--- src/design/mho_pkg.sv ---
// Shared constants, types and arithmetic helpers for the mecanum heading odometry block.
// Depends on nothing.
package mho_pkg;

	localparam int SPEED_W           = 16;
	localparam int ANGLE_W           = 16;
	localparam int POS_W             = 48;
	localparam int CORDIC_STAGES_DEF = 16;
	localparam int ACC_WIDTH_DEF     = 48;

	// vy and vx are sums of four Q8.8 speeds
	localparam int VEL_W   = SPEED_W + 2;
	// folded angle, within plus or minus a quarter turn in Q7.6
	localparam int RED_W   = 14;
	// CORDIC word, Q2.30
	localparam int CW      = 32;
	localparam int ATAN_LEN = 24;
	localparam int ATAN_IW  = 5;

	// Q1.15 coefficients, multiplied a 4 bit digit at a time
	localparam int COEF_W     = 16;
	localparam int FRAC_SHIFT = 15;
	localparam int DIGIT_W    = 4;
	localparam int N_DIGITS   = COEF_W / DIGIT_W;
	localparam int PP_W       = VEL_W + DIGIT_W + 1;
	localparam int PROD_W     = 36;

	localparam logic signed [CW-1:0] CORDIC_GAIN_Q30   = CW'(652032874);
	localparam logic signed [19:0]   DEG_Q6_TO_RAD_Q30 = 20'sd292818;

	localparam logic signed [ANGLE_W:0] FULL_TURN_Q6    = (ANGLE_W+1)'(23040);
	localparam logic signed [ANGLE_W:0] HALF_TURN_Q6    = (ANGLE_W+1)'(11520);
	localparam logic signed [ANGLE_W:0] QUARTER_TURN_Q6 = (ANGLE_W+1)'(5760);

	typedef struct packed {
		logic                    flip;
		logic signed [RED_W-1:0] r;
	} fold_t;

	function automatic logic signed [CW-1:0] atan_q30(input logic [ATAN_IW-1:0] i);
		logic signed [CW-1:0] v;
		case (i)
			5'd0:    v = CW'(843314857);
			5'd1:    v = CW'(497837829);
			5'd2:    v = CW'(263043837);
			5'd3:    v = CW'(133525159);
			5'd4:    v = CW'(67021687);
			5'd5:    v = CW'(33543516);
			5'd6:    v = CW'(16775851);
			5'd7:    v = CW'(8388437);
			5'd8:    v = CW'(4194283);
			5'd9:    v = CW'(2097149);
			5'd10:   v = CW'(1048576);
			5'd11:   v = CW'(524288);
			5'd12:   v = CW'(262144);
			5'd13:   v = CW'(131072);
			5'd14:   v = CW'(65536);
			5'd15:   v = CW'(32768);
			5'd16:   v = CW'(16384);
			5'd17:   v = CW'(8192);
			5'd18:   v = CW'(4096);
			5'd19:   v = CW'(2048);
			5'd20:   v = CW'(1024);
			5'd21:   v = CW'(512);
			5'd22:   v = CW'(256);
			5'd23:   v = CW'(128);
			default: v = '0;
		endcase
		return v;
	endfunction

	// wrap to [-180, 180) degrees, then fold into [-90, 90]; flip marks a negated cosine
	function automatic fold_t fold_angle(input logic signed [ANGLE_W-1:0] a);
		logic signed [ANGLE_W:0] r;
		fold_t f;
		r = (ANGLE_W+1)'(a);
		if (r >= FULL_TURN_Q6) begin
			r = r - FULL_TURN_Q6;
		end else if (r <= -FULL_TURN_Q6) begin
			r = r + FULL_TURN_Q6;
		end
		if (r >= HALF_TURN_Q6) begin
			r = r - FULL_TURN_Q6;
		end else if (r < -HALF_TURN_Q6) begin
			r = r + FULL_TURN_Q6;
		end
		f.flip = 1'b0;
		if (r > QUARTER_TURN_Q6) begin
			r = HALF_TURN_Q6 - r;
			f.flip = 1'b1;
		end else if (r < -QUARTER_TURN_Q6) begin
			r = -HALF_TURN_Q6 - r;
			f.flip = 1'b1;
		end
		f.r = r[RED_W-1:0];
		return f;
	endfunction

	// Q2.30 to Q1.15, round half up, saturate
	function automatic logic signed [COEF_W-1:0] q30_to_q15(input logic signed [CW-1:0] v);
		logic signed [CW:0]            t;
		logic signed [CW-FRAC_SHIFT:0] s;
		logic signed [COEF_W-1:0]      q;
		t = (CW+1)'(v) + (CW+1)'(1 << (FRAC_SHIFT - 1));
		s = t[CW:FRAC_SHIFT];
		if (s > (CW-FRAC_SHIFT+1)'(32767)) begin
			q = COEF_W'(32767);
		end else if (s < -(CW-FRAC_SHIFT+1)'(32768)) begin
			q = COEF_W'(-32768);
		end else begin
			q = s[COEF_W-1:0];
		end
		return q;
	endfunction

endpackage

--- src/design/mecanum_heading_odometry.sv ---
// Mecanum wheel dead-reckoning odometry: top level, CORDIC lanes, digit-serial products.
// Depends on mho_pkg.
//
// Usage:
//  Tick channel (tick_valid / tick_stall): four Q8.8 wheel speeds and two Q9.6 headings.
//  Heading A drives the forward terms, heading B the sideways terms.
//  Position channel (pos_valid / pos_stall): world X and Y, Q25.23, saturating.
//  A word is taken at a clock edge with valid high and stall low.
//  pos_valid rises once the taken tick has passed the angle fold, the radian scale, the CORDIC
//  iterations (one per cycle for both headings side by side), rounding, four radix-16
//  multiply steps and the saturating add, which waits while the output word is stalled.
//  A new tick is taken only after the last one has finished its final add;
//  tick_stall is high while a tick is in work.
//  A finished position waits in its output register; the next tick is taken meanwhile
//  and only its final add waits for the output register to drain.
//  Reset clears both accumulators to zero and drops pos_valid.
//  Positions narrower than the accumulator carry its low bits; wider ones are sign
//  extended.
module mecanum_heading_odometry #(
	parameter int CORDIC_STAGES = mho_pkg::CORDIC_STAGES_DEF,
	parameter int ACC_WIDTH     = mho_pkg::ACC_WIDTH_DEF
) (
	input  logic                                  clk,
	input  logic                                  arst_n,
	input  logic                                  tick_valid,
	output logic                                  tick_stall,
	input  logic signed [mho_pkg::SPEED_W-1:0]    wheel_one_speed,
	input  logic signed [mho_pkg::SPEED_W-1:0]    wheel_two_speed,
	input  logic signed [mho_pkg::SPEED_W-1:0]    wheel_three_speed,
	input  logic signed [mho_pkg::SPEED_W-1:0]    wheel_four_speed,
	input  logic signed [mho_pkg::ANGLE_W-1:0]    heading_a,
	input  logic signed [mho_pkg::ANGLE_W-1:0]    heading_b,
	output logic                                  pos_valid,
	input  logic                                  pos_stall,
	output logic signed [mho_pkg::POS_W-1:0]      position_x,
	output logic signed [mho_pkg::POS_W-1:0]      position_y
);
	import mho_pkg::*;

	localparam int N_ROT = (CORDIC_STAGES > ATAN_LEN) ? ATAN_LEN : CORDIC_STAGES;
	localparam int SUM_W = ((ACC_WIDTH > PROD_W) ? ACC_WIDTH : PROD_W) + 1;
	localparam int EXT_W = (ACC_WIDTH > POS_W) ? ACC_WIDTH : POS_W;
	localparam logic signed [SUM_W-1:0] ACC_MAX =
		{{(SUM_W-ACC_WIDTH+1){1'b0}}, {(ACC_WIDTH-1){1'b1}}};
	localparam logic signed [SUM_W-1:0] ACC_MIN = ~ACC_MAX;

	localparam logic [2:0] ST_IDLE = 3'd0;
	localparam logic [2:0] ST_RED  = 3'd1;
	localparam logic [2:0] ST_RAD  = 3'd2;
	localparam logic [2:0] ST_ROT  = 3'd3;
	localparam logic [2:0] ST_RND  = 3'd4;
	localparam logic [2:0] ST_MUL  = 3'd5;
	localparam logic [2:0] ST_ACC  = 3'd6;

	logic [2:0]               state_q;
	logic [ATAN_IW-1:0]       cnt_q;

	logic signed [SPEED_W-1:0] w1_q, w2_q, w3_q, w4_q;
	logic signed [ANGLE_W-1:0] ha_q, hb_q;
	logic signed [VEL_W-1:0]   vy_q, vx_q;

	// lane 0 carries heading A, lane 1 heading B
	logic signed [RED_W-1:0]  r_q [2];
	logic                     flip_q [2];
	logic signed [CW-1:0]     x_q [2];
	logic signed [CW-1:0]     y_q [2];
	logic signed [CW-1:0]     z_q [2];
	logic signed [CW-1:0]     x_nxt [2];
	logic signed [CW-1:0]     y_nxt [2];
	logic signed [CW-1:0]     z_nxt [2];
	logic signed [CW-1:0]     at_cur;
	fold_t                    fold_a, fold_b;

	logic signed [COEF_W-1:0] s_rnd [2];
	logic signed [COEF_W-1:0] c_rnd [2];

	logic [COEF_W-1:0]        sa_sr_q, sb_sr_q, ca_sr_q, cb_sr_q;
	logic signed [DIGIT_W:0]  dig_sa, dig_sb, dig_ca, dig_cb;
	logic signed [PP_W-1:0]   pp_y, pp_x;
	logic signed [PROD_W-1:0] psum_y_q, psum_x_q;

	logic signed [ACC_WIDTH-1:0] x_acc_q, y_acc_q;
	logic signed [ACC_WIDTH-1:0] x_sat, y_sat;
	logic signed [EXT_W-1:0]     x_ext, y_ext;
	logic                        out_valid_q;
	logic signed [POS_W-1:0]     pos_x_q, pos_y_q;
	logic                        tick_take, slot_free;

	function automatic logic signed [ACC_WIDTH-1:0] sat_add(
		input logic signed [ACC_WIDTH-1:0] acc,
		input logic signed [PROD_W-1:0]    d
	);
		logic signed [SUM_W-1:0]     s;
		logic signed [ACC_WIDTH-1:0] q;
		s = SUM_W'(acc) + SUM_W'(d);
		if (s > ACC_MAX) begin
			q = ACC_MAX[ACC_WIDTH-1:0];
		end else if (s < ACC_MIN) begin
			q = ACC_MIN[ACC_WIDTH-1:0];
		end else begin
			q = s[ACC_WIDTH-1:0];
		end
		return q;
	endfunction

	assign tick_stall = (state_q != ST_IDLE);
	assign tick_take  = tick_valid && !tick_stall;
	assign slot_free  = !out_valid_q || !pos_stall;

	assign fold_a = fold_angle(ha_q);
	assign fold_b = fold_angle(hb_q);
	assign at_cur = atan_q30(cnt_q);

	always_comb begin
		for (int l = 0; l < 2; l++) begin
			if (!z_q[l][CW-1]) begin
				x_nxt[l] = x_q[l] - (y_q[l] >>> cnt_q);
				y_nxt[l] = y_q[l] + (x_q[l] >>> cnt_q);
				z_nxt[l] = z_q[l] - at_cur;
			end else begin
				x_nxt[l] = x_q[l] + (y_q[l] >>> cnt_q);
				y_nxt[l] = y_q[l] - (x_q[l] >>> cnt_q);
				z_nxt[l] = z_q[l] + at_cur;
			end
			s_rnd[l] = q30_to_q15(y_q[l]);
			c_rnd[l] = q30_to_q15(x_q[l]);
		end
	end

	// top digit of each coefficient is signed and comes first
	always_comb begin
		if (cnt_q == '0) begin
			dig_sa = {sa_sr_q[COEF_W-1], sa_sr_q[COEF_W-1 -: DIGIT_W]};
			dig_sb = {sb_sr_q[COEF_W-1], sb_sr_q[COEF_W-1 -: DIGIT_W]};
			dig_ca = {ca_sr_q[COEF_W-1], ca_sr_q[COEF_W-1 -: DIGIT_W]};
			dig_cb = {cb_sr_q[COEF_W-1], cb_sr_q[COEF_W-1 -: DIGIT_W]};
		end else begin
			dig_sa = {1'b0, sa_sr_q[COEF_W-1 -: DIGIT_W]};
			dig_sb = {1'b0, sb_sr_q[COEF_W-1 -: DIGIT_W]};
			dig_ca = {1'b0, ca_sr_q[COEF_W-1 -: DIGIT_W]};
			dig_cb = {1'b0, cb_sr_q[COEF_W-1 -: DIGIT_W]};
		end
	end

	assign pp_y = PP_W'(vy_q * dig_sa) + PP_W'(vx_q * dig_sb);
	assign pp_x = PP_W'(vx_q * dig_cb) + PP_W'(vy_q * dig_ca);

	assign x_sat = sat_add(x_acc_q, psum_x_q);
	assign y_sat = sat_add(y_acc_q, psum_y_q);
	assign x_ext = EXT_W'(x_sat);
	assign y_ext = EXT_W'(y_sat);

	// control
	always_ff @(posedge clk or negedge arst_n) begin
		if (!arst_n) begin
			state_q     <= ST_IDLE;
			cnt_q       <= '0;
			x_acc_q     <= '0;
			y_acc_q     <= '0;
		end else begin
			case (state_q)
				ST_IDLE: begin
					if (tick_take) begin
						state_q <= ST_RED;
					end
				end
				ST_RED: begin
					state_q <= ST_RAD;
				end
				ST_RAD: begin
					cnt_q   <= '0;
					state_q <= ST_ROT;
				end
				ST_ROT: begin
					if (cnt_q == ATAN_IW'(N_ROT - 1)) begin
						cnt_q   <= '0;
						state_q <= ST_RND;
					end else begin
						cnt_q <= cnt_q + 1'b1;
					end
				end
				ST_RND: begin
					cnt_q   <= '0;
					state_q <= ST_MUL;
				end
				ST_MUL: begin
					if (cnt_q == ATAN_IW'(N_DIGITS - 1)) begin
						cnt_q   <= '0;
						state_q <= ST_ACC;
					end else begin
						cnt_q <= cnt_q + 1'b1;
					end
				end
				ST_ACC: begin
					if (slot_free) begin
						x_acc_q     <= x_sat;
						y_acc_q     <= y_sat;
						state_q     <= ST_IDLE;
					end
				end
				default: begin
					state_q <= ST_IDLE;
				end
			endcase
		end
	end

	// output word flag: a new word may replace one taken at the same edge
	always_ff @(posedge clk or negedge arst_n) begin
		if (!arst_n) begin
			out_valid_q <= 1'b0;
		end else if (state_q == ST_ACC && slot_free) begin
			out_valid_q <= 1'b1;
		end else if (!pos_stall) begin
			out_valid_q <= 1'b0;
		end
	end

	// datapath
	always_ff @(posedge clk) begin
		if (tick_take) begin
			w1_q <= wheel_one_speed;
			w2_q <= wheel_two_speed;
			w3_q <= wheel_three_speed;
			w4_q <= wheel_four_speed;
			ha_q <= heading_a;
			hb_q <= heading_b;
		end
		case (state_q)
			ST_RED: begin
				vy_q      <= VEL_W'(w1_q) - VEL_W'(w2_q) - VEL_W'(w3_q) + VEL_W'(w4_q);
				vx_q      <= VEL_W'(w3_q) + VEL_W'(w4_q) - VEL_W'(w1_q) - VEL_W'(w2_q);
				r_q[0]    <= fold_a.r;
				flip_q[0] <= fold_a.flip;
				r_q[1]    <= fold_b.r;
				flip_q[1] <= fold_b.flip;
			end
			ST_RAD: begin
				for (int l = 0; l < 2; l++) begin
					x_q[l] <= CORDIC_GAIN_Q30;
					y_q[l] <= '0;
					z_q[l] <= CW'(CW'(r_q[l]) * CW'(DEG_Q6_TO_RAD_Q30));
				end
			end
			ST_ROT: begin
				for (int l = 0; l < 2; l++) begin
					x_q[l] <= x_nxt[l];
					y_q[l] <= y_nxt[l];
					z_q[l] <= z_nxt[l];
				end
			end
			ST_RND: begin
				sa_sr_q  <= s_rnd[0];
				ca_sr_q  <= flip_q[0] ? -c_rnd[0] : c_rnd[0];
				sb_sr_q  <= s_rnd[1];
				cb_sr_q  <= flip_q[1] ? -c_rnd[1] : c_rnd[1];
				psum_y_q <= '0;
				psum_x_q <= '0;
			end
			ST_MUL: begin
				// Horner over the coefficient digits, most significant first
				psum_y_q <= (psum_y_q <<< DIGIT_W) + PROD_W'(pp_y);
				psum_x_q <= (psum_x_q <<< DIGIT_W) + PROD_W'(pp_x);
				sa_sr_q  <= sa_sr_q << DIGIT_W;
				sb_sr_q  <= sb_sr_q << DIGIT_W;
				ca_sr_q  <= ca_sr_q << DIGIT_W;
				cb_sr_q  <= cb_sr_q << DIGIT_W;
			end
			ST_ACC: begin
				if (slot_free) begin
					pos_x_q <= x_ext[POS_W-1:0];
					pos_y_q <= y_ext[POS_W-1:0];
				end
			end
			default: begin
			end
		endcase
	end

	assign pos_valid  = out_valid_q;
	assign position_x = pos_x_q;
	assign position_y = pos_y_q;

	a_tick_starts_work: assert property (@(posedge clk) disable iff (!arst_n)
		tick_take |=> state_q == ST_RED)
		else $error("taken tick did not start the fold step");

	a_valid_from_acc: assert property (@(posedge clk) disable iff (!arst_n)
		$rose(pos_valid) |-> $past(state_q == ST_ACC))
		else $error("position word appeared without a final add");

	a_acc_held_on_stall: assert property (@(posedge clk) disable iff (!arst_n)
		pos_valid && pos_stall |=> $stable(x_acc_q) && $stable(y_acc_q))
		else $error("accumulator moved while its word was stalled");

	a_digit_bound: assert property (@(posedge clk) disable iff (!arst_n)
		state_q == ST_MUL |-> cnt_q < ATAN_IW'(N_DIGITS))
		else $error("multiply digit count out of range");

endmodule

--- config.mk ---
export PLATFORM = sky130hd
export DESIGN_NAME = mecanum_heading_odometry
export DESIGN_NICKNAME = d
export VERILOG_FILES = /design/src/design/mho_pkg.sv /design/src/design/mecanum_heading_odometry.sv
export SDC_FILE = /design/constraint.sdc
export NUM_CORES = 2
export LEC_CHECK = 0
export BUFFER_PORTS_ARGS = -buffer_cell sky130_fd_sc_hd__buf_2
export CELL_PAD_IN_SITES_DETAIL_PLACEMENT = 1
export CELL_PAD_IN_SITES_GLOBAL_PLACEMENT = 1
export CORE_ASPECT_RATIO = 1.75
export CORE_MARGIN = 5
export CORE_UTILIZATION = 44
export CTS_CLUSTER_SIZE = 16
export DETAILED_ROUTE_END_ITERATION = 10
export PLACE_DENSITY = 0.79
export SYNTH_ARGS = -nofsm -noshare
export SYNTH_HDL_FRONTEND = slang
export SYNTH_SLANG_ARGS = --single-unit
--- constraint.sdc ---
create_clock -name clk -period 12.8 [get_ports clk]
set_input_delay 2.56 -clock clk [delete_from_list [all_inputs] [get_ports clk]]
set_output_delay 2.56 -clock clk [all_outputs]
set_load 0.02 [all_outputs]
# --- After elaboration in Yosys (flattened, before gate mapping) ---
# Memory sizes are Yosys's and may differ from the RTL's.
# Index checks and enable logic that the tools add are counted.
op_classes:
  n_eq_ne: 13
  mux: 68
  bitwise: 6
  mul: 6
  addsub: 43
  n_lt_le_gt_ge: 24
  div: 0
  reduce_logical: 14
  shift: 4
ops:
  columns: ["cell", "n"]
  rows:
  - ["32-bit two-way mux", 12]
  - ["32-bit adder", 6]
  - ["48-bit two-way mux", 4]
  - ["32-bit subtractor", 6]
  - ["16-bit two-way mux", 10]
  - ["36-bit one-hot mux with 2 select lines", 2]
  - ["17-bit two-way mux", 8]
  - ["32-bit by 16-bit adder with 33-bit output, second input constant", 4]
  - ["16-bit one-hot mux with 2 select lines", 4]
  - ["32-bit by 5-bit >>> shifter with 32-bit output", 4]
  - ["48-bit by 36-bit adder with 49-bit output", 2]
  - ["49-bit by 48-bit greater-than comparator with 1-bit output, second input constant", 2]
  - ["49-bit by 48-bit less-than comparator with 1-bit output, second input constant", 2]
  - ["18-bit by 5-bit multiplier with 23-bit output", 4]
  - ["36-bit by 23-bit adder with 36-bit output", 2]
  - ["18-bit by 16-bit greater-than comparator with 1-bit output, second input constant", 4]
  - ["18-bit by 16-bit less-than comparator with 1-bit output, second input constant", 4]
  - ["14-bit by 19-bit multiplier with 31-bit output, second input constant", 2]
  - ["14-bit two-way mux", 4]
  - ["14-bit subtractor, first input constant", 4]
  - ["23-bit adder", 2]
  - ["17-bit by 16-bit subtractor with 18-bit output", 2]
  - ["16-bit by 16-bit adder with 17-bit output, second input constant", 2]
  - ["17-bit by 16-bit adder with 17-bit output, second input constant", 2]
  - ["37 further kinds", 80]
totals:
  in_bits: 100
  n_memories: 6
  latchBits: 0
  wordCells: 205
  ramBits: 222
  romBits: 960
  register_bits: 469
  output_inout_bits: 98
memory_table:
  columns: ["memory", "words", "word_bits", "rd", "rd_clocked_by_memory_dff", "wr", "line", "text"]
  rows:
  - ["(name not given)", 32, 30, 1, 0, 0, "mho_pkg.sv:42", "case (i)"]
  - ["x_q", 2, 32, 2, 0, 2, "mecanum_heading_odometry.sv:65", "logic signed [CW-1:0] x_q [2];"]
  - ["y_q", 2, 32, 2, 0, 2, "mecanum_heading_odometry.sv:66", "logic signed [CW-1:0] y_q [2];"]
  - ["z_q", 2, 32, 2, 0, 2, "mecanum_heading_odometry.sv:67", "logic signed [CW-1:0] z_q [2];"]
  - ["r_q", 2, 14, 2, 0, 2, "mecanum_heading_odometry.sv:63", "logic signed [RED_W-1:0] r_q [2];"]
  - ["flip_q", 2, 1, 2, 0, 2, "mecanum_heading_odometry.sv:64", "logic flip_q [2];"]

# --- Depth between registers and ports, before layout ---
depth:
  ltp_word: 9
  mapped_depth: 44
  ltp_nobuf: 37

# --- Worst setup path before layout ---
# No wires, ideal clock.
synth_timing:
  path_type: "reg2reg"
  start: "register cnt_q[2]"
  end: "register psum_x_q[32], data pin"
  path_buffers: 6
  t_required_ns: 12.534
  path_stages_with_launch: 40
  period_less_slack_ns: 10.277
  setup_slack_ns: 2.523
  arrival_time_ns: 10.011
  setup_ns: 0.266
  path_cell_list: "dfrtp_1 -> buf_2 -> inv_2 -> buf_2 -> buf_2 -> buf_2 -> buf_2 -> buf_1 -> nand2_1 -> nor2_1 -> nand2_1 -> or2_2 -> fa_1 -> inv_1 -> fa_1 -> fa_1 -> inv_1 -> fa_1 -> [4 not listed] -> o21ai_0 -> a2111oi_0 -> nor3_1 -> a41oi_1 -> a211o_1 -> o2111ai_1 -> a31o_2 -> a21oi_1 -> xnor2_1 -> ha_1 -> a21o_1 -> a21oi_1 -> nand2_1 -> or3_1 -> a41oi_1 -> o21ai_0 -> xnor2_1 -> nor2_1"
synth_between:
  elab_chain_cells: 6
  elab_cells_between_ends: 8
  classes_between: "add/sub (2); mul (2); mux (3); reduce/logical (1)"
synth_rtl:
  columns: ["element", "line", "text"]
  rows:
  - ["from (decl)", "mecanum_heading_odometry.sv:56", "logic [ATAN_IW-1:0] cnt_q;"]
  - ["from (signal assigned)", "mecanum_heading_odometry.sv:179", "cnt_q <= cnt_q + 1'b1;"]
  - ["from (signal assigned)", "mecanum_heading_odometry.sv:191", "cnt_q <= cnt_q + 1'b1;"]
  - ["5-bit zero test (*)", "mecanum_heading_odometry.sv:132", "if (cnt_q == '0) begin"]
  - ["5-bit two-way mux", "mecanum_heading_odometry.sv:132", null]
  - ["18-bit by 5-bit multiplier with 23-bit output", "mecanum_heading_odometry.sv:146", "assign pp_x = PP_W'(vx_q * dig_cb) + PP_W'(vy_q * dig_ca);"]
  - ["23-bit adder (*)", "mecanum_heading_odometry.sv:146", null]
  - ["36-bit by 23-bit adder with 36-bit output (*)", "mecanum_heading_odometry.sv:263", "psum_x_q <= (psum_x_q <<< DIGIT_W) + PROD_W'(pp_x);"]
  - ["36-bit one-hot mux with 2 select lines (*)", "mecanum_heading_odometry.sv:229", "case (state_q)"]
  - ["to (signal assigned)", "mecanum_heading_odometry.sv:263", null]
  - ["to (decl)", "mecanum_heading_odometry.sv:80", "logic signed [PROD_W-1:0] psum_y_q, psum_x_q;"]
# Mark *: on every way between the ends. The rest lies on a longest branch, timed or not.
# A chain may end at the register's enable or synchronous reset.

# --- Final worst setup path ---
layout_timing:
  start: "register cnt_q[1]"
  end: "register psum_x_q[35], data pin"
# Same word-level chain as after synthesis.

==> key figures <==
Status
  • Outcome: complete, no violations

Clocking
  • Clk sinks: 691
  • CTS Hold Bufs: 0
  • Postcts setup bufs: 0
  • CTS root buf: clkbuf_16
  • CTS tree: done
  • H-Tree Depth: 3
  • CTS max path bufs: 3
  • CTS Buf Count: 77
  • Worst skew pair latency: 0.71 ns
  • Clk pin slew, worst setup/hold paths: 0.07 ns
  • Post_cts resized: 0

STA
  • Setup TNS: 0 ns
  • Max Clock Skew: 0.0332 ns
  • Fmax: 0.0843 GHz
  • Fin. max-slew vios: 0
  • Setup violators final: 0
  • Fin. Hold Viols: 0
  • RSZ-0062 raised after global routing: no
  • Relative slew slack: 6.53%
  • Hold slack: 0.489 ns
  • Slew at the pin with the worst max-slew slack: 1.39 ns
  • Final worst-path cycle share: 92.7%
  • Crit path time final: 11.87 ns

Placement
  • # port buffers: 197
  • Routability cong.: 0.950
  • Post-DP HPWL: 198000 um
  • DP Area: 0.0836 mm2

Critical path
  • Max FO, Critical Path: 42
  • CP startpoint kind: register
  • Worst Path Buf+Inv: 5
  • Worst-path cell with the longest stage delay: a2111oi_0
  • Flop2flop setup slack: 0.93 ns
  • Worst R2R Start: cnt_q[1]
  • R2r worst-path depth: 34
  • Worst r2r dst: psum_x_q[35]
  • CP endpoint kind: register
  • CP delay by family, top: compound AO/OA/AOI/OAI gates
  • Slowest stage delay, CP: 0.76 ns
  • Setup CP Type: reg -> reg
  • Most common cell on crit path: fa_1
  • Crit path DAT: 12.30 ns
  • Req. time, crit path: 13.23 ns

Synthesis
  • Post-synth EDFFs: 586
  • Synth cell types: 102
  • Leading post-synthesis cells by cell area: edfxtp_1, fa_1, ha_1
  • Primary FF master, synth: edfxtp_1
  • Yosys warns: 0
  • FFs w/ async S/R, synth: 15.2%
  • Mapped Area: 0.0804 mm2
  • Synth top cells by count: inv_1, ha_1, nor2_1
  • Synth top area share: 21.9%
  • Synth Register Bits: 691
  • Cell taking the most area after synthesis: edfxtp_1
  • Register area share after synthesis: 25.1%
  • Gate Count Post-Synth: 8481
  • Syn Nets: 9887
  • Most frequent cell after synthesis: inv_1
  • Syn_area_per_cell: 9.48 um2

Hold path
  • Worst Hold Class: reg -> reg
  • Hold path start: y_acc_q[47]
  • Hold endpoint: y_acc_q[47]
  • Worst Hold Depth: 2

Cells and area
  • Share of cells above drive strength 1: 9.42%
  • Layout fillers: 20817
  • Layout Area Growth over Synthesis: 7.23%
  • Fin nets: 9898
  • Finished Cell Area: 0.0862 mm2
  • Final Util: 47.4%

Die
  • Die area: 0.192 mm2
  • Die height: 576 um
  • Die Width: 333 um
  • Row count: 207
  • Initial core utilization: 44.2%
  • Core footprint: 0.182 mm2
  • IO Pins: 198

GRT
  • Initial antenna violation count: 5
  • First-pass GRT wire length: 393000 um
  • Total grt overflow: 0
  • Total GRT Usage: 25.5%
  • Number of global-route vias before repair: 73452
  • Largest net degree at the start of global routing: 143

Drt
  • Avg WL per Cell: 22.9 um
  • DRT iter0 DRCs: 3137
  • Vias per cell: 5.98
  • Detail Route Antenna Nets: 0
  • TritonRoute pass-1 iters: 6
  • Drc violations: 0
  • Final wirelength: 251000 um
  • Routed vias: 65557

Flow run
  • Maxcap violations: 0
==> tightest hold or removal path: stages (launching register included) <==
cell     delay, ns
dfrtp_1       0.35
nand2_1       0.05
nand2_1       0.06
==> worst max path at each step <==
stage                         to     start  cells past startpoint  slack [ns]
finish              psum_x_q[35]  cnt_q[1]                     34        0.93
floorplan           psum_x_q[32]  cnt_q[2]                     39        2.52
global placement    psum_x_q[35]  cnt_q[1]                     34        1.45
detailed placement  psum_x_q[35]  cnt_q[1]                     34        1.12
global route        psum_x_q[35]  cnt_q[1]                     34        0.29
CTS                 psum_x_q[35]  cnt_q[1]                     34        1.01
==> layer usage <==
| metal | part of all wire, % | global-route usage [%] |
|---|---|---|
| met5 | 0.0036 | 0 |
| met4 | 9.0 | 19.4 |
| met3 | 3.7 | 3.47 |
| met2 | 55 | 50.5 |
| met1 | 32 | 22.9 |
==> logic make-up (layout without fill, tap and decap cells) <==
family                     Yosys count  in the layout  share of synthesized area [%]
buffers and inverters             1148           1220                           5.58
other                                0              4                              0
xor gates and xnor gates           645            645                           7.03
DFF                                691            691                           25.1
muxes                              352            352                           7.54
adders and majority gates         1309           1309                           25.4
AOI/OAI and AO/OA                 1905           1905                           14.9
and+or+nand+nor                   2431           2431                           14.4
==> per-stage QoR <==
step / setup WS [ns] / instances
6_report: 0.932 / 10960
5_1_grt: 0.294 / 10957
4_1_cts: 1.01 / 10956
3_5_place_dp: 1.12 / 10816
3_3_place_gp: 1.45 / 10816
2_1_floorplan: 2.52 / 8481
==> cells in the final DEF, fill, tap and decap left out, types with 36 or more instances in the layout <==
cell / count
clkbuf_16: 81
o31ai_1: 56
mux2_2: 128
nor2b_1: 58
o21ai_0: 418
buf_4: 69
nand2_1: 654
nand2b_1: 86
nor2_1: 743
nand4_1: 38
edfxtp_1: 586
nand3_1: 143
a211oi_1: 68
a31oi_1: 96
dfrtp_1: 100
or2_2: 60
o21bai_1: 62
or3_1: 41
xnor2_1: 391
a21oi_1: 602
fa_1: 542
and3_1: 108
and2_1: 212
o21a_1: 93
ha_1: 764
buf_2: 196
o211ai_1: 43
a21o_1: 185
inv_1: 808
mux2i_1: 38
a21boi_0: 36
mux4_2: 163
nor3_1: 157
xor2_1: 253
==> state kept, by name, indices dropped and copies added, names as in the netlist, 18 cells and up <==
| name | flops |
|---|---|
| y_q | 64 |
| vy_q | 18 |
| z_q | 64 |
| position_y | 48 |
| r_q | 28 |
| psum_x_q | 36 |
| x_acc_q | 48 |
| vx_q | 18 |
| psum_y_q | 36 |
| x_q | 64 |
| y_acc_q | 48 |
| position_x | 48 |
==> final cells by class <==
cell class	count	area (um2)	area share [%]
diodes	4	10.0	0.0116
repair buffers	266	1520	1.76
multi-input cells	6642	55800	64.7
clock buffers	99	2130	2.48
clock inverters	41	500	0.580
flip-flops and latches	691	20200	23.5
well taps	2403	3010	3.49
inverters	814	3070	3.56
Power is not shown: default switching activity piles up to over one toggle a cycle in this logic, so the estimate is an artifact.
